**src/rtl/oram_path_address_generator_macros.svh**
```systemverilog
// Assertion macros for the ORAM path address generator.
// No dependencies; included by the modules that carry checks.
`ifndef ORAM_PATH_ADDRESS_GENERATOR_MACROS_SVH
`define ORAM_PATH_ADDRESS_GENERATOR_MACROS_SVH

`ifndef SYNTH
// Clocked property check with the module's own clock and reset.
`define OPAG_ASSERT(lbl, prop, msg) \
  lbl: assert property (@(posedge clk_i) disable iff (!rst_ni) prop) else $error(msg);
// Condition that must never be seen at a clock edge.
`define OPAG_ASSERT_NEVER(lbl, cond, msg) \
  `OPAG_ASSERT(lbl, !(cond), msg)
`else
`define OPAG_ASSERT(lbl, prop, msg)
`define OPAG_ASSERT_NEVER(lbl, cond, msg)
`endif

`endif

```
**src/rtl/opag_pkg.sv**
```systemverilog
// Shared constants and types for the ORAM path address generator.
// No dependencies.
`timescale 1ns / 1ps

package opag_pkg;

  localparam int LEAF_W  = 15;  // leaf number
  localparam int IDX_W   = 16;  // bucket index
  localparam int LEVEL_W = 4;   // tree level
  localparam int CFG_W   = 5;   // tree_levels register

  localparam logic [CFG_W-1:0] CFG_RESET = 5'd16;

  // Classification handed from the front end to the sequencer.
  typedef struct packed {
    logic bad;
    logic root_first;
  } opag_ctl_t;

endpackage

```
**src/rtl/opag_front.sv**
```systemverilog
// Front end: tree_levels register, leaf range check and path bit reversal.
// Depends on opag_pkg.
`timescale 1ns / 1ps

module opag_front #(
  parameter int MAX_LEVELS = 16,
  parameter int LVL_W      = 4,
  parameter int REV_W      = 15
) (
  input  logic                       clk_i,
  input  logic                       rst_ni,
  input  logic                       cfg_we_i,
  input  logic [opag_pkg::CFG_W-1:0] cfg_data_i,
  input  logic [opag_pkg::LEAF_W-1:0] leaf_i,
  input  logic                       root_first_i,
  output opag_pkg::opag_ctl_t        ctl_o,
  output logic [LVL_W-1:0]           depth_o,
  output logic [REV_W-1:0]           rev_o
);
  import opag_pkg::*;

  logic [CFG_W-1:0] levels_q;
  logic [CFG_W:0]   eff_levels;
  logic [CFG_W:0]   depth_full;
  logic             bad;

  always_ff @(posedge clk_i or negedge rst_ni) begin
    if (!rst_ni) begin
      levels_q <= CFG_RESET;
    end else if (cfg_we_i) begin
      levels_q <= cfg_data_i;
    end
  end

  // clamp to 1 .. MAX_LEVELS
  always_comb begin
    if (levels_q == '0) begin
      eff_levels = (CFG_W+1)'(1);
    end else if (int'(levels_q) > MAX_LEVELS) begin
      eff_levels = (CFG_W+1)'(MAX_LEVELS);
    end else begin
      eff_levels = {1'b0, levels_q};
    end
    depth_full = eff_levels - (CFG_W+1)'(1);
  end

  assign depth_o = depth_full[LVL_W-1:0];

  // leaf >= 2^depth when any bit at or above depth is set
  always_comb begin
    bad = 1'b0;
    for (int j = 0; j < LEAF_W; j++) begin
      if (leaf_i[j] && (j >= int'(depth_o))) bad = 1'b1;
    end
  end

  // rev[i] = leaf[depth-1-i]; level l uses the low l bits of rev
  always_comb begin
    rev_o = '0;
    for (int i = 0; i < REV_W; i++) begin
      for (int j = 0; j < LEAF_W; j++) begin
        if (int'(depth_o) == i + j + 1) rev_o[i] = rev_o[i] | leaf_i[j];
      end
    end
  end

  assign ctl_o.bad        = bad;
  assign ctl_o.root_first = root_first_i;

endmodule

```
**src/rtl/opag_fifo.sv**
```systemverilog
// Two-entry queue between the front end and the sequencer.
// No package dependencies.
`timescale 1ns / 1ps

module opag_fifo #(
  parameter int W = 8
) (
  input  logic         clk_i,
  input  logic         rst_ni,
  input  logic         push_i,
  input  logic [W-1:0] data_i,
  input  logic         pop_i,
  output logic [W-1:0] data_o,
  output logic         empty_o,
  output logic         full_o
);

  localparam int DEPTH = 2;

  logic [W-1:0] mem_q [DEPTH];
  logic         wr_ptr_q, rd_ptr_q;
  logic [1:0]   count_q;

  always_ff @(posedge clk_i) begin
    if (push_i) mem_q[wr_ptr_q] <= data_i;
  end

  always_ff @(posedge clk_i or negedge rst_ni) begin
    if (!rst_ni) begin
      wr_ptr_q <= 1'b0;
      rd_ptr_q <= 1'b0;
      count_q  <= '0;
    end else begin
      if (push_i) wr_ptr_q <= ~wr_ptr_q;
      if (pop_i)  rd_ptr_q <= ~rd_ptr_q;
      unique case ({push_i, pop_i})
        2'b10:   count_q <= count_q + 2'd1;
        2'b01:   count_q <= count_q - 2'd1;
        default: count_q <= count_q;
      endcase
    end
  end

  assign data_o  = mem_q[rd_ptr_q];
  assign empty_o = (count_q == '0);
  assign full_o  = (count_q == 2'(DEPTH));

endmodule

```
**src/rtl/opag_back.sv**
```systemverilog
// Sequencer: walks one path a level per cycle and registers each word.
// Depends on opag_pkg and the assertion macro header.
`timescale 1ns / 1ps
`include "oram_path_address_generator_macros.svh"

module opag_back #(
  parameter int MAX_LEVELS = 16,
  parameter int LVL_W      = 4,
  parameter int REV_W      = 15
) (
  input  logic                        clk_i,
  input  logic                        rst_ni,
  input  logic                        empty_i,
  input  opag_pkg::opag_ctl_t         ctl_i,
  input  logic [LVL_W-1:0]            depth_i,
  input  logic [REV_W-1:0]            rev_i,
  output logic                        pop_o,
  output logic                        valid_o,
  output logic [opag_pkg::IDX_W-1:0]  bucket_index_o,
  output logic [opag_pkg::LEVEL_W-1:0] tree_level_o,
  output logic                        last_o,
  output logic                        bad_leaf_o
);
  import opag_pkg::*;

  localparam int IW = (MAX_LEVELS > IDX_W) ? MAX_LEVELS : IDX_W;
  localparam int LW = (LVL_W > LEVEL_W) ? LVL_W : LEVEL_W;

  logic             active_q;
  opag_ctl_t        ctl_q;
  logic [LVL_W-1:0] depth_q, lvl_q;
  logic [REV_W-1:0] rev_q;
  logic             last_now;

  logic [IW-1:0]    low_mask, idx_full;
  logic [LW-1:0]    lvl_x;

  logic             valid_q, last_q, bad_q;
  logic [IDX_W-1:0] idx_q;
  logic [LEVEL_W-1:0] level_q;

  assign last_now = ctl_q.bad ||
                    (ctl_q.root_first ? (lvl_q == depth_q) : (lvl_q == '0));
  assign pop_o    = !empty_i && (!active_q || last_now);

  always_ff @(posedge clk_i or negedge rst_ni) begin
    if (!rst_ni) begin
      active_q <= 1'b0;
    end else begin
      active_q <= pop_o || (active_q && !last_now);
    end
  end

  always_ff @(posedge clk_i) begin
    if (pop_o) begin
      ctl_q   <= ctl_i;
      depth_q <= depth_i;
      rev_q   <= rev_i;
      lvl_q   <= ctl_i.root_first ? '0 : depth_i;
    end else if (active_q) begin
      lvl_q   <= ctl_q.root_first ? lvl_q + LVL_W'(1) : lvl_q - LVL_W'(1);
    end
  end

  // index = 2^l - 1 + low l bits of the reversed path
  always_comb begin
    low_mask = (IW'(1) << lvl_q) - IW'(1);
    idx_full = low_mask + ({{(IW-REV_W){1'b0}}, rev_q} & low_mask);
    lvl_x    = LW'(lvl_q);
  end

  always_ff @(posedge clk_i or negedge rst_ni) begin
    if (!rst_ni) begin
      valid_q <= 1'b0;
    end else begin
      valid_q <= active_q;
    end
  end

  always_ff @(posedge clk_i) begin
    idx_q   <= ctl_q.bad ? '0 : idx_full[IDX_W-1:0];
    level_q <= ctl_q.bad ? '0 : lvl_x[LEVEL_W-1:0];
    last_q  <= last_now;
    bad_q   <= ctl_q.bad;
  end

  assign valid_o        = valid_q;
  assign bucket_index_o = idx_q;
  assign tree_level_o   = level_q;
  assign last_o         = last_q;
  assign bad_leaf_o     = bad_q;

  `OPAG_ASSERT(a_bad_word_shape,
    (valid_o && bad_leaf_o) |-> (last_o && bucket_index_o == '0 && tree_level_o == '0),
    "bad leaf word must be a single zero word")
  `OPAG_ASSERT(a_path_contiguous, (valid_o && !last_o) |=> valid_o,
    "path words must come on consecutive cycles")
  `OPAG_ASSERT(a_level_steps,
    (valid_o && !last_o) |=> (tree_level_o == ($past(tree_level_o) + 4'd1) ||
                              tree_level_o == ($past(tree_level_o) - 4'd1)),
    "level must move by one between path words")

endmodule

```
**src/rtl/oram_path_address_generator.sv**
```systemverilog
// Top level of the ORAM path address generator: front end, queue, sequencer.
// Depends on opag_pkg, opag_front, opag_fifo and opag_back.
`timescale 1ns / 1ps
// First word: written to the queue, loaded by the sequencer, then registered at the output.
// Throughput: one word per cycle while paths are pending; a path of L levels gives L words, a bad leaf one.
// The sequencer sets the rate; the two-entry queue lets start be taken while it works.
// busy is high only when the queue is full. The receiver cannot stall; words are strobed.
// Reset clears the queue and sequencer and sets tree_levels to 16.

module oram_path_address_generator #(
  parameter int MAX_LEVELS = 16
) (
  input  logic                         clk_i,
  input  logic                         rst_ni,
  // configuration: tree_levels
  input  logic                         cfg_we_i,
  input  logic [opag_pkg::CFG_W-1:0]   cfg_data_i,
  // command
  input  logic                         start,
  output logic                         busy,
  input  logic [opag_pkg::LEAF_W-1:0]  leaf_i,
  input  logic                         root_first_i,
  // result words
  output logic                         valid_o,
  output logic [opag_pkg::IDX_W-1:0]   bucket_index_o,
  output logic [opag_pkg::LEVEL_W-1:0] tree_level_o,
  output logic                         last_o,
  output logic                         bad_leaf_o
);
  import opag_pkg::*;

  // depth = levels - 1 fits LVL_W bits; reversed path holds depth bits
  localparam int LVL_W = (MAX_LEVELS > 2) ? $clog2(MAX_LEVELS) : 1;
  localparam int REV_W = MAX_LEVELS - 1;
  localparam int CTL_W = $bits(opag_ctl_t);
  localparam int ENT_W = CTL_W + LVL_W + REV_W;

  opag_ctl_t        f_ctl, b_ctl;
  logic [LVL_W-1:0] f_depth, b_depth;
  logic [REV_W-1:0] f_rev, b_rev;
  logic [ENT_W-1:0] q_in, q_out;
  logic             push, pop, q_empty, q_full;

  opag_front #(
    .MAX_LEVELS (MAX_LEVELS),
    .LVL_W      (LVL_W),
    .REV_W      (REV_W)
  ) u_front (
    .clk_i        (clk_i),
    .rst_ni       (rst_ni),
    .cfg_we_i     (cfg_we_i),
    .cfg_data_i   (cfg_data_i),
    .leaf_i       (leaf_i),
    .root_first_i (root_first_i),
    .ctl_o        (f_ctl),
    .depth_o      (f_depth),
    .rev_o        (f_rev)
  );

  // a command is taken whenever the queue has room
  assign busy = q_full;
  assign push = start && !q_full;
  assign q_in = {f_ctl, f_depth, f_rev};

  opag_fifo #(
    .W (ENT_W)
  ) u_fifo (
    .clk_i   (clk_i),
    .rst_ni  (rst_ni),
    .push_i  (push),
    .data_i  (q_in),
    .pop_i   (pop),
    .data_o  (q_out),
    .empty_o (q_empty),
    .full_o  (q_full)
  );

  assign {b_ctl, b_depth, b_rev} = q_out;

  opag_back #(
    .MAX_LEVELS (MAX_LEVELS),
    .LVL_W      (LVL_W),
    .REV_W      (REV_W)
  ) u_back (
    .clk_i          (clk_i),
    .rst_ni         (rst_ni),
    .empty_i        (q_empty),
    .ctl_i          (b_ctl),
    .depth_i        (b_depth),
    .rev_i          (b_rev),
    .pop_o          (pop),
    .valid_o        (valid_o),
    .bucket_index_o (bucket_index_o),
    .tree_level_o   (tree_level_o),
    .last_o         (last_o),
    .bad_leaf_o     (bad_leaf_o)
  );

endmodule

```
**config.mk**
```make
export PLATFORM = sky130hd
export DESIGN_NAME = oram_path_address_generator
export DESIGN_NICKNAME = d
export VERILOG_FILES = /design/src/rtl/opag_pkg.sv /design/src/rtl/opag_front.sv /design/src/rtl/opag_fifo.sv /design/src/rtl/opag_back.sv /design/src/rtl/oram_path_address_generator.sv
export VERILOG_INCLUDE_DIRS = /design/src /design/src/rtl
export SDC_FILE = /design/constraint.sdc
export NUM_CORES = 1
export LEC_CHECK = 0
export BUFFER_PORTS_ARGS = -buffer_cell sky130_fd_sc_hd__buf_2
export CAP_MARGIN = 25
export CORE_MARGIN = 2
export CORE_UTILIZATION = 60
export DETAILED_ROUTE_END_ITERATION = 6
export PLACE_DENSITY = 0.77
export RECOVER_POWER = 100
export SLEW_MARGIN = 30
export SYNTH_ARGS = -nofsm -noshare
export SYNTH_HDL_FRONTEND = slang
export SYNTH_SLANG_ARGS = --single-unit
```
**constraint.sdc**
```tcl
create_clock -name clk_i -period 4.5 [get_ports clk_i]
set_input_delay 0.9 -clock clk_i [delete_from_list [all_inputs] [get_ports clk_i]]
set_output_delay 0.9 -clock clk_i [all_outputs]
set_load 0.01 [all_outputs]
```
## Yosys cells after proc, flatten, opt, wreduce, memory -nomap -nowiden

Memory sizes are Yosys's and may differ from the RTL's.
Cells that the tools add are included.

| storage, ports and cells | value |
|---|---|
| bits in registers | 58 |
| memory bits (writable) | 42 |
| bits of input ports | 25 |
| output and inout bits | 24 |
| memories kept | 1 |

| operators by class | value |
|---|---|
| add/subtract/negate cells | 7 |
| $lt $le $gt $ge | 16 |
| equality and inequality tests | 19 |
| shift-type cells | 1 |
| mux-type cells | 145 |
| bitwise gates (word level) | 108 |
| reduce and logical (&&, ||, !) cells | 30 |

Memory list:

| name | depth | width | rd ports | clocked after Yosys merged registers in | wr ports | line | text |
|---|---|---|---|---|---|---|---|
| u_fifo.mem_q | 2 | 21 | 1 | 0 | 1 | opag_fifo.sv:20 | `logic [W-1:0] mem_q [DEPTH];` |

Operators by type and width:

| cell | number |
|---|---|
| $mux 1 | 138 |
| $or 1x1->1 | 105 |
| $eq 4x4->1 const B | 8 |
| $ge 4x4->1 const A | 7 |
| $mux 4 | 6 |
| $logic_and 1x1->1 | 18 |
| $add 16x16->16 | 1 |
| $and 15x16->16 | 1 |
| $eq 4x3->1 const B | 4 |
| $ge 3x4->1 const A | 4 |
| $shl 1x4->16 const A | 1 |
| $sub 16x2->16 const B | 1 |
| $eq 4x2->1 const B | 2 |
| $ge 1x4->1 const A | 2 |
| $ge 2x4->1 const A | 2 |
| $sub 4x1->4 const B | 2 |
| $gt 5x5->1 const B | 1 |
| $logic_not 5->1 | 1 |
| $add 4x1->4 const B | 1 |
| $eq 2x2->1 const B | 2 |
| $eq 4x1->1 const B | 1 |
| $eq 4x4->1 | 1 |
| $logic_not 1->1 | 4 |
| $logic_not 4->1 | 1 |
| other kinds (8) | 12 |

## Logic depth before layout (Yosys ltp)

| logic depth | value |
|---|---|
| depth in word-level cells | 34 |
| mapped depth | 15 |
| gate-level depth less buffers | 11 |

## Modules after synthesis

A second synthesis with hierarchy kept.

| unflattened totals | value |
|---|---|
| cell total of the unflattened synthesis | 530 |
| area, all modules | 5703.0 µm² |

By module, submodules not included:

| module | times used | cells an instance | area each (µm²) |
|---|---|---|---|
| opag_back | 1 | 269 | 2675.1 |
| opag_fifo | 1 | 81 | 1699.1 |
| opag_front | 1 | 179 | 1315.0 |
| oram_path_address_generator | 1 | 1 | 13.8 |

## Worst setup path after synthesis

No wires, ideal clock.

| timing path | value |
|---|---|
| kind | flip-flop to flip-flop |
| start | register u_back.lvl_q[3] |
| end | register u_back.idx_q[15], in the netlist u_back.bucket_index_o[15] |
| library setup time | 92 ps |
| arrival | 3164 ps |
| setup slack | 1245 ps |
| stages on the path, launching flop included | 14 |
| cells stage by stage | edfxtp_1 clkbuf_1 clkbuf_1 buf_1 nor2_1 nand3_1 ha_1 clkbuf_1 buf_2 o2111ai_1 or4_1 a21oi_1 nor4_1 nor4_1 |

| on the way | value |
|---|---|
| word-level cells in the longest chain between the ends | 4 |

Ends and longest elaborated chain:

| element | line | text |
|---|---|---|
| from (decl) | opag_back.sv:31 | `logic [LVL_W-1:0] depth_q, lvl_q;` |
| from (signal assigned) | opag_back.sv:59 | `lvl_q <= ctl_i.root_first ? '0 : depth_i;` |
| from (signal assigned) | opag_back.sv:61 | `lvl_q <= ctl_q.root_first ? lvl_q + LVL_W'(1) : lvl_q - LVL_W'(1);` |
| $shl 1x4->16 * | opag_back.sv:67 | `low_mask = (IW'(1) << lvl_q) - IW'(1);` |
| $sub 16x2->16 * | opag_back.sv:67 |  |
| $and 15x16->16 | opag_back.sv:68 | `idx_full = low_mask + ({{(IW-REV_W){1'b0}}, rev_q} & low_mask);` |
| $add 16x16->16 * | opag_back.sv:68 |  |
| to (signal assigned) | opag_back.sv:81 | `idx_q <= ctl_q.bad ? '0 : idx_full[IDX_W-1:0];` |
| to (decl) | opag_back.sv:39 | `logic [IDX_W-1:0] idx_q;` |

Mark *: on every way between the ends. The rest lies on a longest branch, timed or not.
A chain may end at the register's enable or synchronous reset.

## Final worst setup path

| timing path | value |
|---|---|
| start | register u_front.levels_q[1] |
| end | memory u_fifo.mem_q[1][4] in the netlist's numbering (data pin) |

| on the way | value |
|---|---|
| word-level cells in the longest chain between the ends | 26 |

Ends and longest elaborated chain:

| element | line | text |
|---|---|---|
| from (decl) | opag_front.sv:22 | `logic [CFG_W-1:0] levels_q;` |
| from (signal assigned) | opag_front.sv:31 | `levels_q <= cfg_data_i;` |
| $gt 5x5->1 | opag_front.sv:39 | `end else if (int'(levels_q) > MAX_LEVELS) begin` |
| $mux 4 | opag_front.sv:39 |  |
| $mux 4 * | opag_front.sv:37 | `if (levels_q == '0) begin` |
| $sub 4x1->4 * | opag_front.sv:44 | `depth_full = eff_levels - (CFG_W+1)'(1);` |
| via f_depth[0] | oram_path_address_generator.sv:39 | `logic [LVL_W-1:0] f_depth, b_depth;` |
| $eq 4x4->1 | opag_front.sv:62 | `if (int'(depth_o) == i + j + 1) rev_o[i] = rev_o[i] \| leaf_i[j];` |
| $mux 1 | opag_front.sv:62 |  |
| $or 1x1->1 | opag_front.sv:62 |  |
| (+12 left out) | -- |  |
| $mux 1 | opag_front.sv:62 |  |
| $or 1x1->1 | opag_front.sv:62 |  |
| $mux 1 | opag_front.sv:62 |  |
| $or 1x1->1 | opag_front.sv:62 |  |
| $mux 1 | opag_front.sv:62 |  |
| $or 1x1->1 | opag_front.sv:62 |  |
| $mux 1 * | opag_front.sv:62 |  |
| via f_rev[4] | oram_path_address_generator.sv:40 | `logic [REV_W-1:0] f_rev, b_rev;` |
| to (decl) | opag_fifo.sv:20 |  |

The timed path passes the listed nets; every way through them passes the cells marked *.

==> flow_summary.ini <==
[layout]
diodes = 0
fin_nets = 590
final_cell_area_sq_mm = 0.005914
drive_gt1_share_pct = 12.52
syn2layout_area_growth_pct = 8.368

[global_route]
grt_max_degree = 34
grt_first_pass_wirelength_um = 19530
grt_usage_pct = 24.79
first_global_vias = 3866
gr-total-overflow = 0
grt_antenna_before_repair = 0

[worst_setup_path]
path_class = flop to flop
rrSetupSlack_ns = 0.82
r2r-end = u_fifo.mem_q[1][4]
reg2regPathDepth = 12
critPathLaunchType = flop
r2r-start = u_front.levels_q[1]
worst_setup_path_end_kind = flop
cp_max_fo = 19
crit_arrival_ns = 3.90
required_ns = 4.72

[logic_synthesis]
yosysWarningCount = 0
synth_compound_area_share_pct = 17.35
avgSynthCellArea_sq_um = 10.38
synthMuxAreaShare_pct = 6.511
synth_flop_cell = edfxtp_1
synth_cell_types = 65
yosys-top-cells-area = edfxtp_1 (37%), dfxtp_1 (8.1%), mux2_2 (5.8%), dfrtp_1 (4.6%), nor2_1 (2.8%)
synth_fp_nets = 562
synth_fa_ha_area_share_pct = 2.659
synth_top_family_by_area = compound AO/OA/AOI/OAI gates
synth_edf_count = 67
yosys.area_share.simple_pct = 15.54
synth_top_cell_area_share_pct = 36.86
async_reset_ff_share_pct = 11.00
synth_largest_area_cell = edfxtp_1
ys_seq_elements = 100
synth-seq-area-share_pct = 50.00
synth_xor_area_share_pct = 3.370
syn_area_sq_mm = 0.005458
syn_inst = 526

[sta]
skew_ns = 0.01103
fmaxAchievable_mhz = 271.9
rsz0062_at_grt = no
timing_hold_violations_final = 0
post-route-period-util_pct = 81.74
slew_violations = 32
tns_ns = 0
setup_violations = 0
worstMarginPinSlew_ns = 1.510
whs_ns = 0.4377
slew_headroom_pct = -0.6978
min_period_ns = 3.678

[cts]
cts_root_buf = clkbuf_8
cts_made_buffers = 9
clock-sinks = 100
post-cts-setup-buffer-count = 0
clock_latency_ns = 0.36
cts_htree_levels = 3
hold_buffers = 0
post_cts_resized = 0
cts_tree = yes
max-clock-path-buffers = 2
clk_pin_slew_worst_paths_ns = 0.10

[pwr]
powerDensity_mw_per_mm2 = 713.5
max-vdd-ir-drop_v = 0.0003177
switchingPower_mw = 1.726
clockPowerShare_pct = 15.2
seqPwrFrac_pct = 39.1
p_int_mw = 2.494
p_leak_nw = 2.178
p_comb_share_pct = 45.7
p_total_mw = 4.220
switching_share_pct = 40.91

[place]
port-buffer-count = 48
hpwl_um = 7906
gp_congestion = 0.9555
dpl_cell_area_sq_mm = 0.005746

[detailed_routing]
wl_per_cell_um = 17.74
drt-initial-drc-count = 397
ant_nets = 0
vias_per_cell = 6.438
drt-total-wl_um = 11830
drc = 0
vias = 4294
dr.pass1.iters = 5

[floorplan]
coreArea_sq_mm = 0.008763
die_area_sq_mm = 0.009875
die_h_um = 99.38
chipWidth_um = 99.38
io_pins = 49
row_count = 34
start_util_pct = 62.28

[worst_hold_path]
min_path_type = flop to flop
whs_path_depth = 0
hp-start = u_back.active_q
min_to = u_back.valid_o

[status]
status = finished, violations left
violations = capacitance limit, slew limit

[flow_run]
maxCapViolCount = 1
-- flip-flops by register name, summed over array words and instances (netlist names), 2 cells and up --
signal / flops
u_fifo.mem_q: 42
u_back.bucket_index_o: 16
u_back.rev_q: 15
u_front.levels_q: 5
u_back.depth_q: 4
u_back.lvl_q: 4
u_back.tree_level_o: 4
u_back.ctl_q: 2
u_fifo.count_q: 2
-- worst max-delay path, stage by stage, from the launching register on --
cell      delay (ns)
dfrtp_1         0.44
nor3_1          0.20
nor2_1          0.06
nor2_1          0.17
inv_1           0.13
ha_1            0.29
xnor2_1         0.17
clkbuf_1        0.59
inv_2           0.31
nor2_1          0.62
a222oi_1        0.20
o22a_1          0.25
nand2_1         0.09
-- per-stage QoR --
stage,utilization [%],setup slack (ns),cells
6_report,67.49,0.8217,667
5_1_grt,67.49,0.4318,667
4_1_cts,68.25,1.155,667
3_5_place_dp,65.56,1.175,651
3_3_place_gp,65.56,1.297,651
2_1_floorplan,-,1.245,526
-- kinds of logic after synthesis --
kind of cell,count (synthesis)
muxes,32
and+or+nand+nor,165
adders and majority gates,11
buffers and inverters,63
xor gates and xnor gates,21
DFF,100
AOI/OAI and AO/OA,134
-- routing by layer --
layer,track usage [%],vias up,part of all wire (%)
met4,9.168,0,1.4
met3,4.216,22,7.5
met2,39.86,218,48
li1,-,2033,-
met5,0,-,0
met1,34.08,2021,43
-- final cells by class --
type	count	area, sq um
tap	108	135.1
inverter	21	78.83
multi-input combinational	363	2472
clock inverter	6	86.33
fill	685	2849
sequential	100	2729
timing repair buffer	59	264.0
clock buffer	10	148.9
-- cells in the mapped netlist (11+ instances only) --
cell,instances
nand2_1,31
nor2b_1,11
nand3_1,20
nor2_1,40
dfxtp_1,22
o21ai_0,25
a22oi_1,18
nor3_1,14
inv_1,20
a21oi_1,28
xnor2_1,11
edfxtp_1,67
clkbuf_1,32
mux2_2,28
-- placed cells by master, fill, tap and decap left out, types with 4 or more instances in the layout --
cell	netlist	final
a21oi_1	28	28
a221o_1	4	4
a222oi_1	9	9
a22oi_1	18	18
a31oi_1	6	6
a32oi_1	5	5
and2_1	8	5
and3_1	6	6
buf_2	4	22
buf_4	0	4
clkbuf_1	32	33
clkbuf_8	0	9
dfrtp_1	10	10
dfxtp_1	22	22
edfxtp_1	67	67
ha_1	10	10
inv_1	20	20
mux2_1	0	8
mux2_2	28	20
mux2i_1	4	4
nand2_1	31	31
nand2b_1	5	5
nand3_1	20	20
nor2_1	40	40
nor2b_1	11	11
nor3_1	14	14
nor4_1	9	9
o21ai_0	25	25
o41ai_1	3	4
or2_2	4	4
or3_1	4	4
xnor2_1	11	11
xor2_1	10	10
-- power by group through the flow --
stage	clock network (mW)	logic, mW	registers [mW]
finish	0.642	1.93	1.65
global route	0.690	2.16	1.69
CTS	0.657	1.97	1.64
detailed placement	0	1.95	1.66
global placement	0	1.91	1.65
floorplan	0	1.49	1.62
-- how the worst max path moves through the flow --
stage / start / end / slack [ns] / cells after the start
2_1_floorplan: u_back.lvl_q[3] / u_back.bucket_index_o[15] / 1.24 / 13
3_3_place_gp: u_back.lvl_q[3] / u_back.bucket_index_o[12] / 1.30 / 9
3_5_place_dp: u_back.lvl_q[3] / u_back.bucket_index_o[12] / 1.17 / 9
4_1_cts: u_back.lvl_q[3] / u_back.bucket_index_o[12] / 1.16 / 9
5_1_grt: u_back.ctl_q[1] / u_fifo.count_q[1] / 0.43 / 7
6_report: u_front.levels_q[1] / u_fifo.mem_q[1][4] / 0.82 / 12
(Power assumes the default switching activity.)
